**src/rtl/core/uff_pkg.sv**
```systemverilog
// Shared types and constants of the union-find spanning forest block
`timescale 1ns / 1ps
`default_nettype none

package uff_pkg;

    // table size and field widths
    localparam int MAX_VERTICES = 1024;
    localparam int VTX_W        = $clog2(MAX_VERTICES);
    localparam int CNT_W        = 11;
    localparam int EDGE_W       = 16;
    localparam int STATUS_W     = 2;

    localparam logic [CNT_W-1:0] VERTEX_COUNT_RESET = CNT_W'(1024);

    // stream packing: input tdata and output tdata widths in whole bytes
    localparam int IN_BITS   = EDGE_W + 2 * VTX_W;
    localparam int IN_TDATA_W  = ((IN_BITS + 7) / 8) * 8;
    localparam int OUT_BITS  = EDGE_W + STATUS_W;
    localparam int OUT_TDATA_W = ((OUT_BITS + 7) / 8) * 8;

    // result codes
    typedef enum logic [STATUS_W-1:0] {
        STAT_JOINED  = 2'd0,
        STAT_SKIPPED = 2'd1,
        STAT_RANGE   = 2'd2
    } uff_status_t;

    // request classes decided at the front
    typedef enum logic [1:0] {
        CLS_EDGE    = 2'd0,
        CLS_RANGE   = 2'd1,
        CLS_RESTART = 2'd2
    } uff_class_t;

    // back-end sequencer states
    typedef enum logic [2:0] {
        ST_CLEAR = 3'd0,
        ST_IDLE  = 3'd1,
        ST_FIND  = 3'd2,
        ST_COMP  = 3'd3,
        ST_DONE  = 3'd4
    } uff_state_t;

    // classified request as it sits in the queue
    typedef struct packed {
        uff_class_t             cls;
        logic [EDGE_W-1:0]      edge_index;
        logic [VTX_W-1:0]       vertex_a;
        logic [VTX_W-1:0]       vertex_b;
    } uff_req_t;

    // back-end status seen by the top level
    typedef struct packed {
        logic clearing;
        logic idle;
    } uff_back_stat_t;

endpackage

`default_nettype wire

```
**src/rtl/core/uff_front.sv**
```systemverilog
// Front end: vertex count register, request unpacking and classification
`timescale 1ns / 1ps
`default_nettype none

module uff_front
    import uff_pkg::*;
(
    input  wire logic                  clk,
    input  wire logic                  rst_n,
    // configuration write channel
    input  wire logic                  cfg_valid,
    output logic                       cfg_ready,
    input  wire logic [CNT_W-1:0]      cfg_data,
    // incoming requests
    input  wire logic                  s_axis_tvalid,
    output logic                       s_axis_tready,
    input  wire logic [IN_TDATA_W-1:0] s_axis_tdata,
    input  wire logic [0:0]            s_axis_tuser,
    // push side of the queue
    output logic                       push_valid,
    input  wire logic                  push_ready,
    output uff_req_t                   push_req
);

    logic [CNT_W-1:0] vertex_count_reg;
    logic [CNT_W-1:0] vertex_count_next;
    logic [CNT_W-1:0] limit;
    logic [VTX_W-1:0] va;
    logic [VTX_W-1:0] vb;
    logic             in_range;

    // vertex count register, writable at any time
    assign cfg_ready = 1'b1;

    always_comb
    begin
        vertex_count_next = vertex_count_reg;
        if (cfg_valid)
        begin
            vertex_count_next = cfg_data;
        end
    end

    always_ff @(posedge clk or negedge rst_n)
    begin
        if (!rst_n)
        begin
            vertex_count_reg <= VERTEX_COUNT_RESET;
        end
        else
        begin
            vertex_count_reg <= vertex_count_next;
        end
    end

    // unpack the edge and check both ends against the clamped count
    assign va = s_axis_tdata[EDGE_W +: VTX_W];
    assign vb = s_axis_tdata[EDGE_W + VTX_W +: VTX_W];

    assign limit = (vertex_count_reg > CNT_W'(MAX_VERTICES)) ?
                   CNT_W'(MAX_VERTICES) : vertex_count_reg;

    assign in_range = (CNT_W'(va) < limit) && (CNT_W'(vb) < limit);

    // classify and hand over to the queue
    always_comb
    begin
        push_req.edge_index = s_axis_tdata[EDGE_W-1:0];
        push_req.vertex_a   = va;
        push_req.vertex_b   = vb;
        if (s_axis_tuser[0])
        begin
            push_req.cls = CLS_RESTART;
        end
        else if (!in_range)
        begin
            push_req.cls = CLS_RANGE;
        end
        else
        begin
            push_req.cls = CLS_EDGE;
        end
    end

    assign push_valid    = s_axis_tvalid;
    assign s_axis_tready = push_ready;

endmodule

`default_nettype wire

```
**config.mk**
```make
export PLATFORM = sky130hd
export DESIGN_NAME = uff_front
export DESIGN_NICKNAME = d
export VERILOG_FILES = /design/src/rtl/core/uff_pkg.sv /design/src/rtl/core/uff_front.sv
export SDC_FILE = /design/constraint.sdc
export NUM_CORES = 1
export LEC_CHECK = 0
export BUFFER_PORTS_ARGS = -buffer_cell sky130_fd_sc_hd__buf_2
export CORE_MARGIN = 2
export CORE_UTILIZATION = 43
export CTS_BUF_LIST = sky130_fd_sc_hd__clkbuf_4 sky130_fd_sc_hd__clkbuf_8
export DETAILED_ROUTE_END_ITERATION = 12
export MAX_ROUTING_LAYER = met4
export PLACE_DENSITY = 0.88
export SLEW_MARGIN = 20
export SYNTH_ARGS = -nofsm -noshare
export SYNTH_HDL_FRONTEND = slang
export SYNTH_SLANG_ARGS = --single-unit
```
**constraint.sdc**
```tcl
create_clock -name clk -period 3.2 [get_ports clk]
set_input_delay 0.64 -clock clk [delete_from_list [all_inputs] [get_ports clk]]
set_output_delay 0.64 -clock clk [all_outputs]
set_load 0.005 [all_outputs]
```
==> flow_metrics.tcl <==
set metrics [dict create \
    cts_tree "yes" \
    routed_wirelength_um 2350 \
    endpoint_kind "primary output" \
    detail-route-antenna-nets 0 \
    async_flop_share 1.00 \
    dieArea_um2 3140 \
    nets 213 \
    num_antenna_cells 0 \
    antenna_found_initial 0 \
    p_leak_nw 0.627 \
    post-cts-setup-buffers 0 \
    yosysWarnings 0 \
    rsz0062_at_grt "no" \
    setup_tns_ps 0 \
    required_ps 2560 \
    routabilityCongestion 0.775 \
    ctsResizeCount 0 \
    post_drt_wl_per_cell_um 14.0 \
    synth.avg_cell_area_um2 9.79 \
    fp.dieW_um 56.0 \
    grt_max_degree 16 \
    grt_pass1_vias 935 \
    drive_above_1_share 0.489 \
    drv_cap 0 \
    clock_sinks 11 \
    cts-root-buf "clkbuf_4" \
    port_buffers 56 \
    grt_pass1_wl_um 3960 \
    fin_skew_ps 0 \
    fin_crit_sh 0.841 \
    ys_types 25 \
    core_area_um2 2520 \
    syn-cell-area_um2 1160 \
    timing.final.crit_period_ps 2690 \
    cts_hold_buf 0 \
    clk_pin_slew_worst_paths_ps 70 \
    largest_reg_flops 11 \
    netlist_instances 119 \
    worstPathMaxFanout 15 \
    clockBufferDepth 2 \
    yosys_register_bits 11 \
    outcome "finished, final reports clean" \
    rows 18 \
    vias_per_cell 5.23 \
    pin_count 98 \
    drtIter0Drc 7 \
    clock_latency_ps 270 \
    max_freq_mhz 372 \
    power.density_nw_per_um2 337 \
    vias 873 \
    ys.flop_type "dfrtp_1" \
    vdd_ir_drop_max_uv 250 \
    drc 0 \
    worst_hold_path_type "primary input to asynchronous set/reset pin" \
    cp_data_arrival_time_ps 2050 \
    start_util 0.462 \
    overflow 0 \
    first_pass_iters 3 \
    numCtsBuffers 3 \
    critPathKind "flop to primary output" \
    report.final.slew_viol_count 0 \
    synthToLayoutAreaGrowth_pct 3.22 \
    final_hold_viol_count 0 \
    setup_viol_count_final 0 \
    filler_cell_count 252 \
    synth_edf_count 0 \
    grt_use_total 0.163 \
    syn_nets 194 \
    seq_area_frac_synth 0.237 \
    die_h_um 56.0 \
    worstSetupStartpointType "flop" \
    h-tree-depth 1 \
    p_total_mw 0.405 \
]
area by class of cell:
class	instances	area, µm²	share of cell area
multi-input cells	65	574	0.478
repair buffers	56	280	0.233
clock buffers	4	30.0	0.0250
flip-flops and latches	11	277	0.230
inverters	1	3.75	0.00312
well taps	30	37.5	0.0312
cells by family (layout without fill, tap and decap cells):
| logic type | Yosys count | in the layout | synth area share |
|---|---|---|---|
| adder cells (fa/ha/maj) | 18 | 18 | 0.193 |
| multiplexers | 10 | 10 | 0.0967 |
| flip-flops | 11 | 11 | 0.237 |
| AND/OR/NAND/NOR | 17 | 17 | 0.0924 |
| other | 1 | 1 | 0.00322 |
| buffers and inverters | 43 | 61 | 0.270 |
| AO/OA/AOI/OAI | 19 | 19 | 0.107 |
cell usage after synthesis, drive strengths merged (2+ instances only):
cell type  number  area [µm²]
a21o            3        23.8
a21oi           7        35.0
ha             18         225
mux2           10         113
nand2           2        7.51
dfrtp          10         250
nand2b          9        56.3
and4b           2        22.5
buf            42         310
o21ai           3        15.0
o311ai          2        17.5
nand4           2        12.5
power breakdown:
part,internal [mW],switching [mW],leakage [nW],total [mW]
clock,0.0567,0.0447,0.0184,0.101
sequential,0.154,0.0103,0.128,0.164
combinational,0.0732,0.0661,0.481,0.139
worst paths after layout:
path / startpoint / end / slack [ps] / cells past startpoint
worst min-delay path: rst_n / vertex_count_reg[0] / 220 / 1
min in group clk: vertex_count_reg[5] / vertex_count_reg[5] / 500 / 1
worst min register to register: vertex_count_reg[5] / vertex_count_reg[5] / 500 / 1
max in group asynchronous: rst_n / vertex_count_reg[10] / 2720 / 1
worst max register to register: vertex_count_reg[10] / vertex_count_reg[10] / 2340 / 1
worst max-delay path: vertex_count_reg[10] / push_req[36] / 510 / 7
routing by layer:
layer	part of all wire	global-route usage
met5	0	-
met4	0.047	0.112
met3	0.099	0.0279
met2	0.46	0.267
met1	0.39	0.178
layout by cell type, fill, tap and decap left out, drive strengths merged:
master and instances:
o311ai 2, mux2 10, o31ai 1, clkbuf 4, a22oi 1, a31oi 1
a21boi 1, nand3 1, ha 18, o21ai 3, and4b 2, inv 1
buf 56, nor2 1, conb 1, a21o 3, a21oi 7, dfrtp 10
nand2 2, dfstp 1, nand2b 9, nand4 2
worst max-delay path, stage by stage, from the launching register on:
cell and delay (ps):
dfstp_2 640, nand2b_1 170, ha_1 250, a21o_1 190, a22oi_1 180, a21o_2 150
a31oi_1 80, buf_2 140
stage by stage:
stage	setup slack [ps]	area [µm²]	utilization	hold WS [ps]	std cells
floorplan	975	1160	-	344	119
finish	510	1200	0.477	221	167
global route	326	1200	0.477	230	167
CTS	488	1200	0.477	224	167
detailed placement	789	1170	0.465	486	163
global placement	798	1170	0.465	476	163
Note: power is estimated with default switching activity, not from simulation.
