--- src/rtl/core/uff_pkg.sv ---
// Shared types and constants of the union-find spanning forest block
`timescale 1ns / 1ps
`default_nettype none

package uff_pkg;

    // table size and field widths
    localparam int MAX_VERTICES = 1024;
    localparam int VTX_W        = $clog2(MAX_VERTICES);
    localparam int CNT_W        = 11;
    localparam int EDGE_W       = 16;
    localparam int STATUS_W     = 2;

    localparam logic [CNT_W-1:0] VERTEX_COUNT_RESET = CNT_W'(1024);

    // stream packing: input tdata and output tdata widths in whole bytes
    localparam int IN_BITS   = EDGE_W + 2 * VTX_W;
    localparam int IN_TDATA_W  = ((IN_BITS + 7) / 8) * 8;
    localparam int OUT_BITS  = EDGE_W + STATUS_W;
    localparam int OUT_TDATA_W = ((OUT_BITS + 7) / 8) * 8;

    // result codes
    typedef enum logic [STATUS_W-1:0] {
        STAT_JOINED  = 2'd0,
        STAT_SKIPPED = 2'd1,
        STAT_RANGE   = 2'd2
    } uff_status_t;

    // request classes decided at the front
    typedef enum logic [1:0] {
        CLS_EDGE    = 2'd0,
        CLS_RANGE   = 2'd1,
        CLS_RESTART = 2'd2
    } uff_class_t;

    // back-end sequencer states
    typedef enum logic [2:0] {
        ST_CLEAR = 3'd0,
        ST_IDLE  = 3'd1,
        ST_FIND  = 3'd2,
        ST_COMP  = 3'd3,
        ST_DONE  = 3'd4
    } uff_state_t;

    // classified request as it sits in the queue
    typedef struct packed {
        uff_class_t             cls;
        logic [EDGE_W-1:0]      edge_index;
        logic [VTX_W-1:0]       vertex_a;
        logic [VTX_W-1:0]       vertex_b;
    } uff_req_t;

    // back-end status seen by the top level
    typedef struct packed {
        logic clearing;
        logic idle;
    } uff_back_stat_t;

endpackage

`default_nettype wire

--- src/rtl/core/uff_queue.sv ---
// Two-entry request queue between the front end and the back end
`timescale 1ns / 1ps
`default_nettype none

module uff_queue
    import uff_pkg::*;
(
    input  wire logic     clk,
    input  wire logic     rst_n,
    input  wire logic     push_valid,
    output logic          push_ready,
    input  wire uff_req_t push_req,
    output logic          pop_valid,
    input  wire logic     pop,
    output uff_req_t      pop_req
);

    uff_req_t   entry_reg [2];
    logic       wr_ptr_reg;
    logic       wr_ptr_next;
    logic       rd_ptr_reg;
    logic       rd_ptr_next;
    logic [1:0] count_reg;
    logic [1:0] count_next;
    logic       do_push;
    logic       do_pop;

    assign push_ready = (count_reg != 2'd2);
    assign pop_valid  = (count_reg != 2'd0);
    assign pop_req    = entry_reg[rd_ptr_reg];

    assign do_push = push_valid && push_ready;
    assign do_pop  = pop && pop_valid;

    // pointer and fill bookkeeping
    always_comb
    begin
        wr_ptr_next = do_push ? ~wr_ptr_reg : wr_ptr_reg;
        rd_ptr_next = do_pop  ? ~rd_ptr_reg : rd_ptr_reg;
        count_next  = count_reg + 2'(do_push) - 2'(do_pop);
    end

    always_ff @(posedge clk or negedge rst_n)
    begin
        if (!rst_n)
        begin
            wr_ptr_reg <= 1'b0;
            rd_ptr_reg <= 1'b0;
            count_reg  <= 2'd0;
        end
        else
        begin
            wr_ptr_reg <= wr_ptr_next;
            rd_ptr_reg <= rd_ptr_next;
            count_reg  <= count_next;
        end
    end

    // entry storage
    always_ff @(posedge clk)
    begin
        if (do_push)
        begin
            entry_reg[wr_ptr_reg] <= push_req;
        end
    end

endmodule

`default_nettype wire

--- config.mk ---
export PLATFORM = sky130hd
export DESIGN_NAME = uff_queue
export DESIGN_NICKNAME = d
export VERILOG_FILES = /design/src/rtl/core/uff_pkg.sv /design/src/rtl/core/uff_queue.sv
export SDC_FILE = /design/constraint.sdc
export NUM_CORES = 1
export LEC_CHECK = 0
export ABC_AREA = 1
export BUFFER_PORTS_ARGS = -buffer_cell sky130_fd_sc_hd__buf_2
export CORE_MARGIN = 5
export CORE_UTILIZATION = 35
export CTS_CLUSTER_DIAMETER = 60
export DETAILED_ROUTE_END_ITERATION = 6
export PLACE_DENSITY_LB_ADDON = 0.08
export SLEW_MARGIN = 20
export SYNTH_ARGS = -nofsm -noshare
export SYNTH_HDL_FRONTEND = slang
export SYNTH_SLANG_ARGS = --single-unit
--- constraint.sdc ---
create_clock -name clk -period 2.3 [get_ports clk]
set_input_delay 0.46 -clock clk [delete_from_list [all_inputs] [get_ports clk]]
set_output_delay 0.46 -clock clk [all_outputs]
set_load 0.01 [all_outputs]
==> results.tsv <==
stage	metric	value	unit
power	p_leak	1.672	nW
sta	slew_viol_final	0	
hold_path	hold-path-cell-count	1	
yosys	synthesis.nets	274	
yosys	synth_simple_gate_area_frac	0.1659	
yosys	synth.ff_latch_count	80	
yosys	synth_area_leaders	edfxtp_1 76%, nand2_1 16%, dfrtp_1 3.4%	
worst_setup_path	path_max_fanout	21	
place	place_area	3543	um2
detailed_routing	dr.pass1.iters	4	
grt	antenna_found_initial	0	
cts	cts_tree	yes	
final_layout	syn2layout_area_growth	26.85	%
grt	grt_overflow	0	
yosys	synth_area	2987	um2
final_layout	largest_reg_flops	76	
cts	clock_latency	340	ps
final_layout	regArea	2382	um2
worst_setup_path	reg2regPathDepth	4	
final_layout	drive_gt1_frac	0.3200	
yosys	synth-xor-area-share	0	
yosys	synthTopCellsByCount	127 x nand2_1, 76 x edfxtp_1, 8 x inv_1	
yosys	syn_inst	230	
yosys	synthAdderAreaFrac	0.008379	
worst_setup_path	rrSetupSlack	720	ps
yosys	yosysMostFrequentCell	nand2_1	
yosys	synth_area_per_cell	12.99	um2
floorplan	die_x	102.4	um
floorplan	fp.coreArea	8258	um2
final_layout	multi_input_area	528.0	um2
cts	cts_hold_buf	1	
sta	maxSlewHeadroom	0.7085	
sta	finalSetupViolations	0	
job	maxCapViolations	0	
power	pwr_density_cell	1274	nW/um2
worst_setup_path	crit_start	rd_ptr_reg	
grt	grt_use_total	0.1142	
hold_path	min_from	push_req[30]	
floorplan	start_util	0.3617	
hold_path	hp-class	input port to register	
yosys	synth-edff-count	76	
grt	grt_max_degree	40	
yosys	synth_compound_area_frac	0	
power	pwr-share-comb	0.327	
power	clkPwrFrac	0.246	
detailed_routing	wl_per_cell	13.12	um
cts	cts.sinks	80	
power	swShare	0.3263	
yosys	yosysSeqAreaShare	0.7977	
grt	grt_pass1_wl	8721	um
floorplan	die_h	102.4	um
detailed_routing	postRouteAntennaNets	0	
yosys	synth_cell_types	10	
sta	holdWs	308.3	ps
cts	clkSlewWorstSetupHoldPaths	80	ps
yosys	synth_top_area_frac	0.7641	
worst_setup_path	crit_type	register to primary output	
sta	finalCritPeriodShare	0.8589	
place	place_hpwl	3773	um
sta	max_slew.worst_pin.slew	437.3	ps
final_layout	layout.nets	364	
power	p_sw	1.575	mW
sta	fmax	506.2	MHz
floorplan	dieArea	10480	um2
sta	grt_setup_unrepaired	no	
sta	finalCriticalPeriod	1976	ps
worst_setup_path	crit-reg2reg-capture	entry_reg[0][4]	
power	p_int	3.251	mW
cts	postCtsSetupBuffers	0	
hold_path	hold_end	entry_reg[0][30]	
place	port_buffers	81	
detailed_routing	drc	0	
detailed_routing	vias	1850	
detailed_routing	drt_iter0_markers	44	
yosys	yosysTopAreaCell	edfxtp_1	
yosys	synthesis.yosys.warnings	0	
detailed_routing	vias_per_cell	4.302	
detailed_routing	drt_wl_total	5642	um
yosys	ys.flop_type	edfxtp_1	
worst_setup_path	worstReg2RegStart	count_reg[1]	
worst_setup_path	setup.worst_path.end_class	primary output	
cts	root_buffer	clkbuf_8	
yosys	synthMuxAreaShare	0	
worst_setup_path	crit_required	1840	ps
cts	cts_resized	0	
sta	fin_tns_setup	0	ps
final_layout	nFillCells	782	
cts	cts_max_level	3	
yosys	async_flop_share	0.05000	
place	gp_congestion	0.7566	
final_layout	stdcell_area	3789	um2
cts	cts_buffers	9	
outcome	status	complete, no violations	
yosys	synth_top_family_by_area	simple AND/OR/NAND/NOR gates	
worst_setup_path	critPathLaunchType	register	
floorplan	ios	82	
grt	first_global_vias	1805	
sta	fin_skew	7.818	ps
worst_setup_path	cp.arrival	1520	ps
power	vdd_ir_drop_max	0.5968	mV
cts	clockBufferDepth	2	
final_layout	n_antenna_cell	0	
floorplan	fp-row-count	33	
sta	hold_viol_final	0	
power	seq_power_share	0.427	
final cells by class:
cell class                 count  share of cell area
inverter                       9            0.008917
clock inverter                 6             0.02840
clock buffer                  10             0.03369
timing repair buffer          87              0.1262
tap                          105             0.03468
multi-input combinational    133              0.1394
sequential                    80              0.6288
logic make-up (layout without fill, tap and decap cells):
kind of cell,count (synthesis),count (layout)
flops,80,80
fa+ha+maj,2,2
buf+inv,17,112
simple gates,131,131
cells in the final DEF, fill, tap and decap left out:
master / Yosys / layout
buf_12: 0 / 2
buf_2: 4 / 81
buf_4: 4 / 3
bufinv_16: 0 / 3
clkbuf_1: 0 / 1
clkbuf_8: 0 / 9
clkinv_2: 0 / 2
clkinvlp_4: 0 / 1
dfrtp_1: 4 / 4
dlygate4sd3_1: 0 / 1
edfxtp_1: 76 / 76
ha_1: 2 / 2
inv_1: 8 / 7
inv_2: 1 / 2
nand2_1: 127 / 127
nand3_1: 3 / 3
nor2_4: 0 / 1
stage by stage:
| stage | util | setup slack [ps] | power [mW] | cells |
|---|---|---|---|---|
| after floorplan | - | 263.4 | 3.044 | 230 |
| after CTS | 0.4588 | 283.1 | 4.921 | 430 |
| after global placement | 0.4291 | 664.1 | 3.717 | 413 |
| after global routing | 0.4588 | 142.2 | 5.191 | 430 |
| after detailed placement | 0.4291 | 638.3 | 3.728 | 413 |
| final | 0.4588 | 324.4 | 4.825 | 430 |
power groups by stage:
stage	clock network, mW	registers [mW]	logic [mW]
final	1.19	2.06	1.58
after global placement	0	2.09	1.62
after detailed placement	0	2.10	1.63
after floorplan	0	2.09	0.950
after CTS	1.22	2.06	1.64
after global routing	1.29	2.09	1.81
per-layer routing:
layer	track usage	up-vias	wire length, um
met5	0	-	0
met4	0.05853	0	73
met3	0.04300	7	500
met2	0.1669	62	2556
met1	0.1487	841	2511
li1	-	940	-
worst max-delay path, stage by stage (launching register included):
cell	delay, ps
dfrtp_1	390
inv_2	290
buf_12	210
nand2_1	60
nand2_1	90
buf_2	140
how the worst max path moves through the flow:
stage / endpoint / cells past startpoint
detailed placement: entry_reg[0][27] / 4
finish: pop_req[35] / 5
floorplan: entry_reg[1][0] / 3
CTS: pop_req[35] / 5
global route: pop_req[35] / 5
global placement: entry_reg[0][27] / 4
No activity file was read; power rests on OpenSTA's default activity.
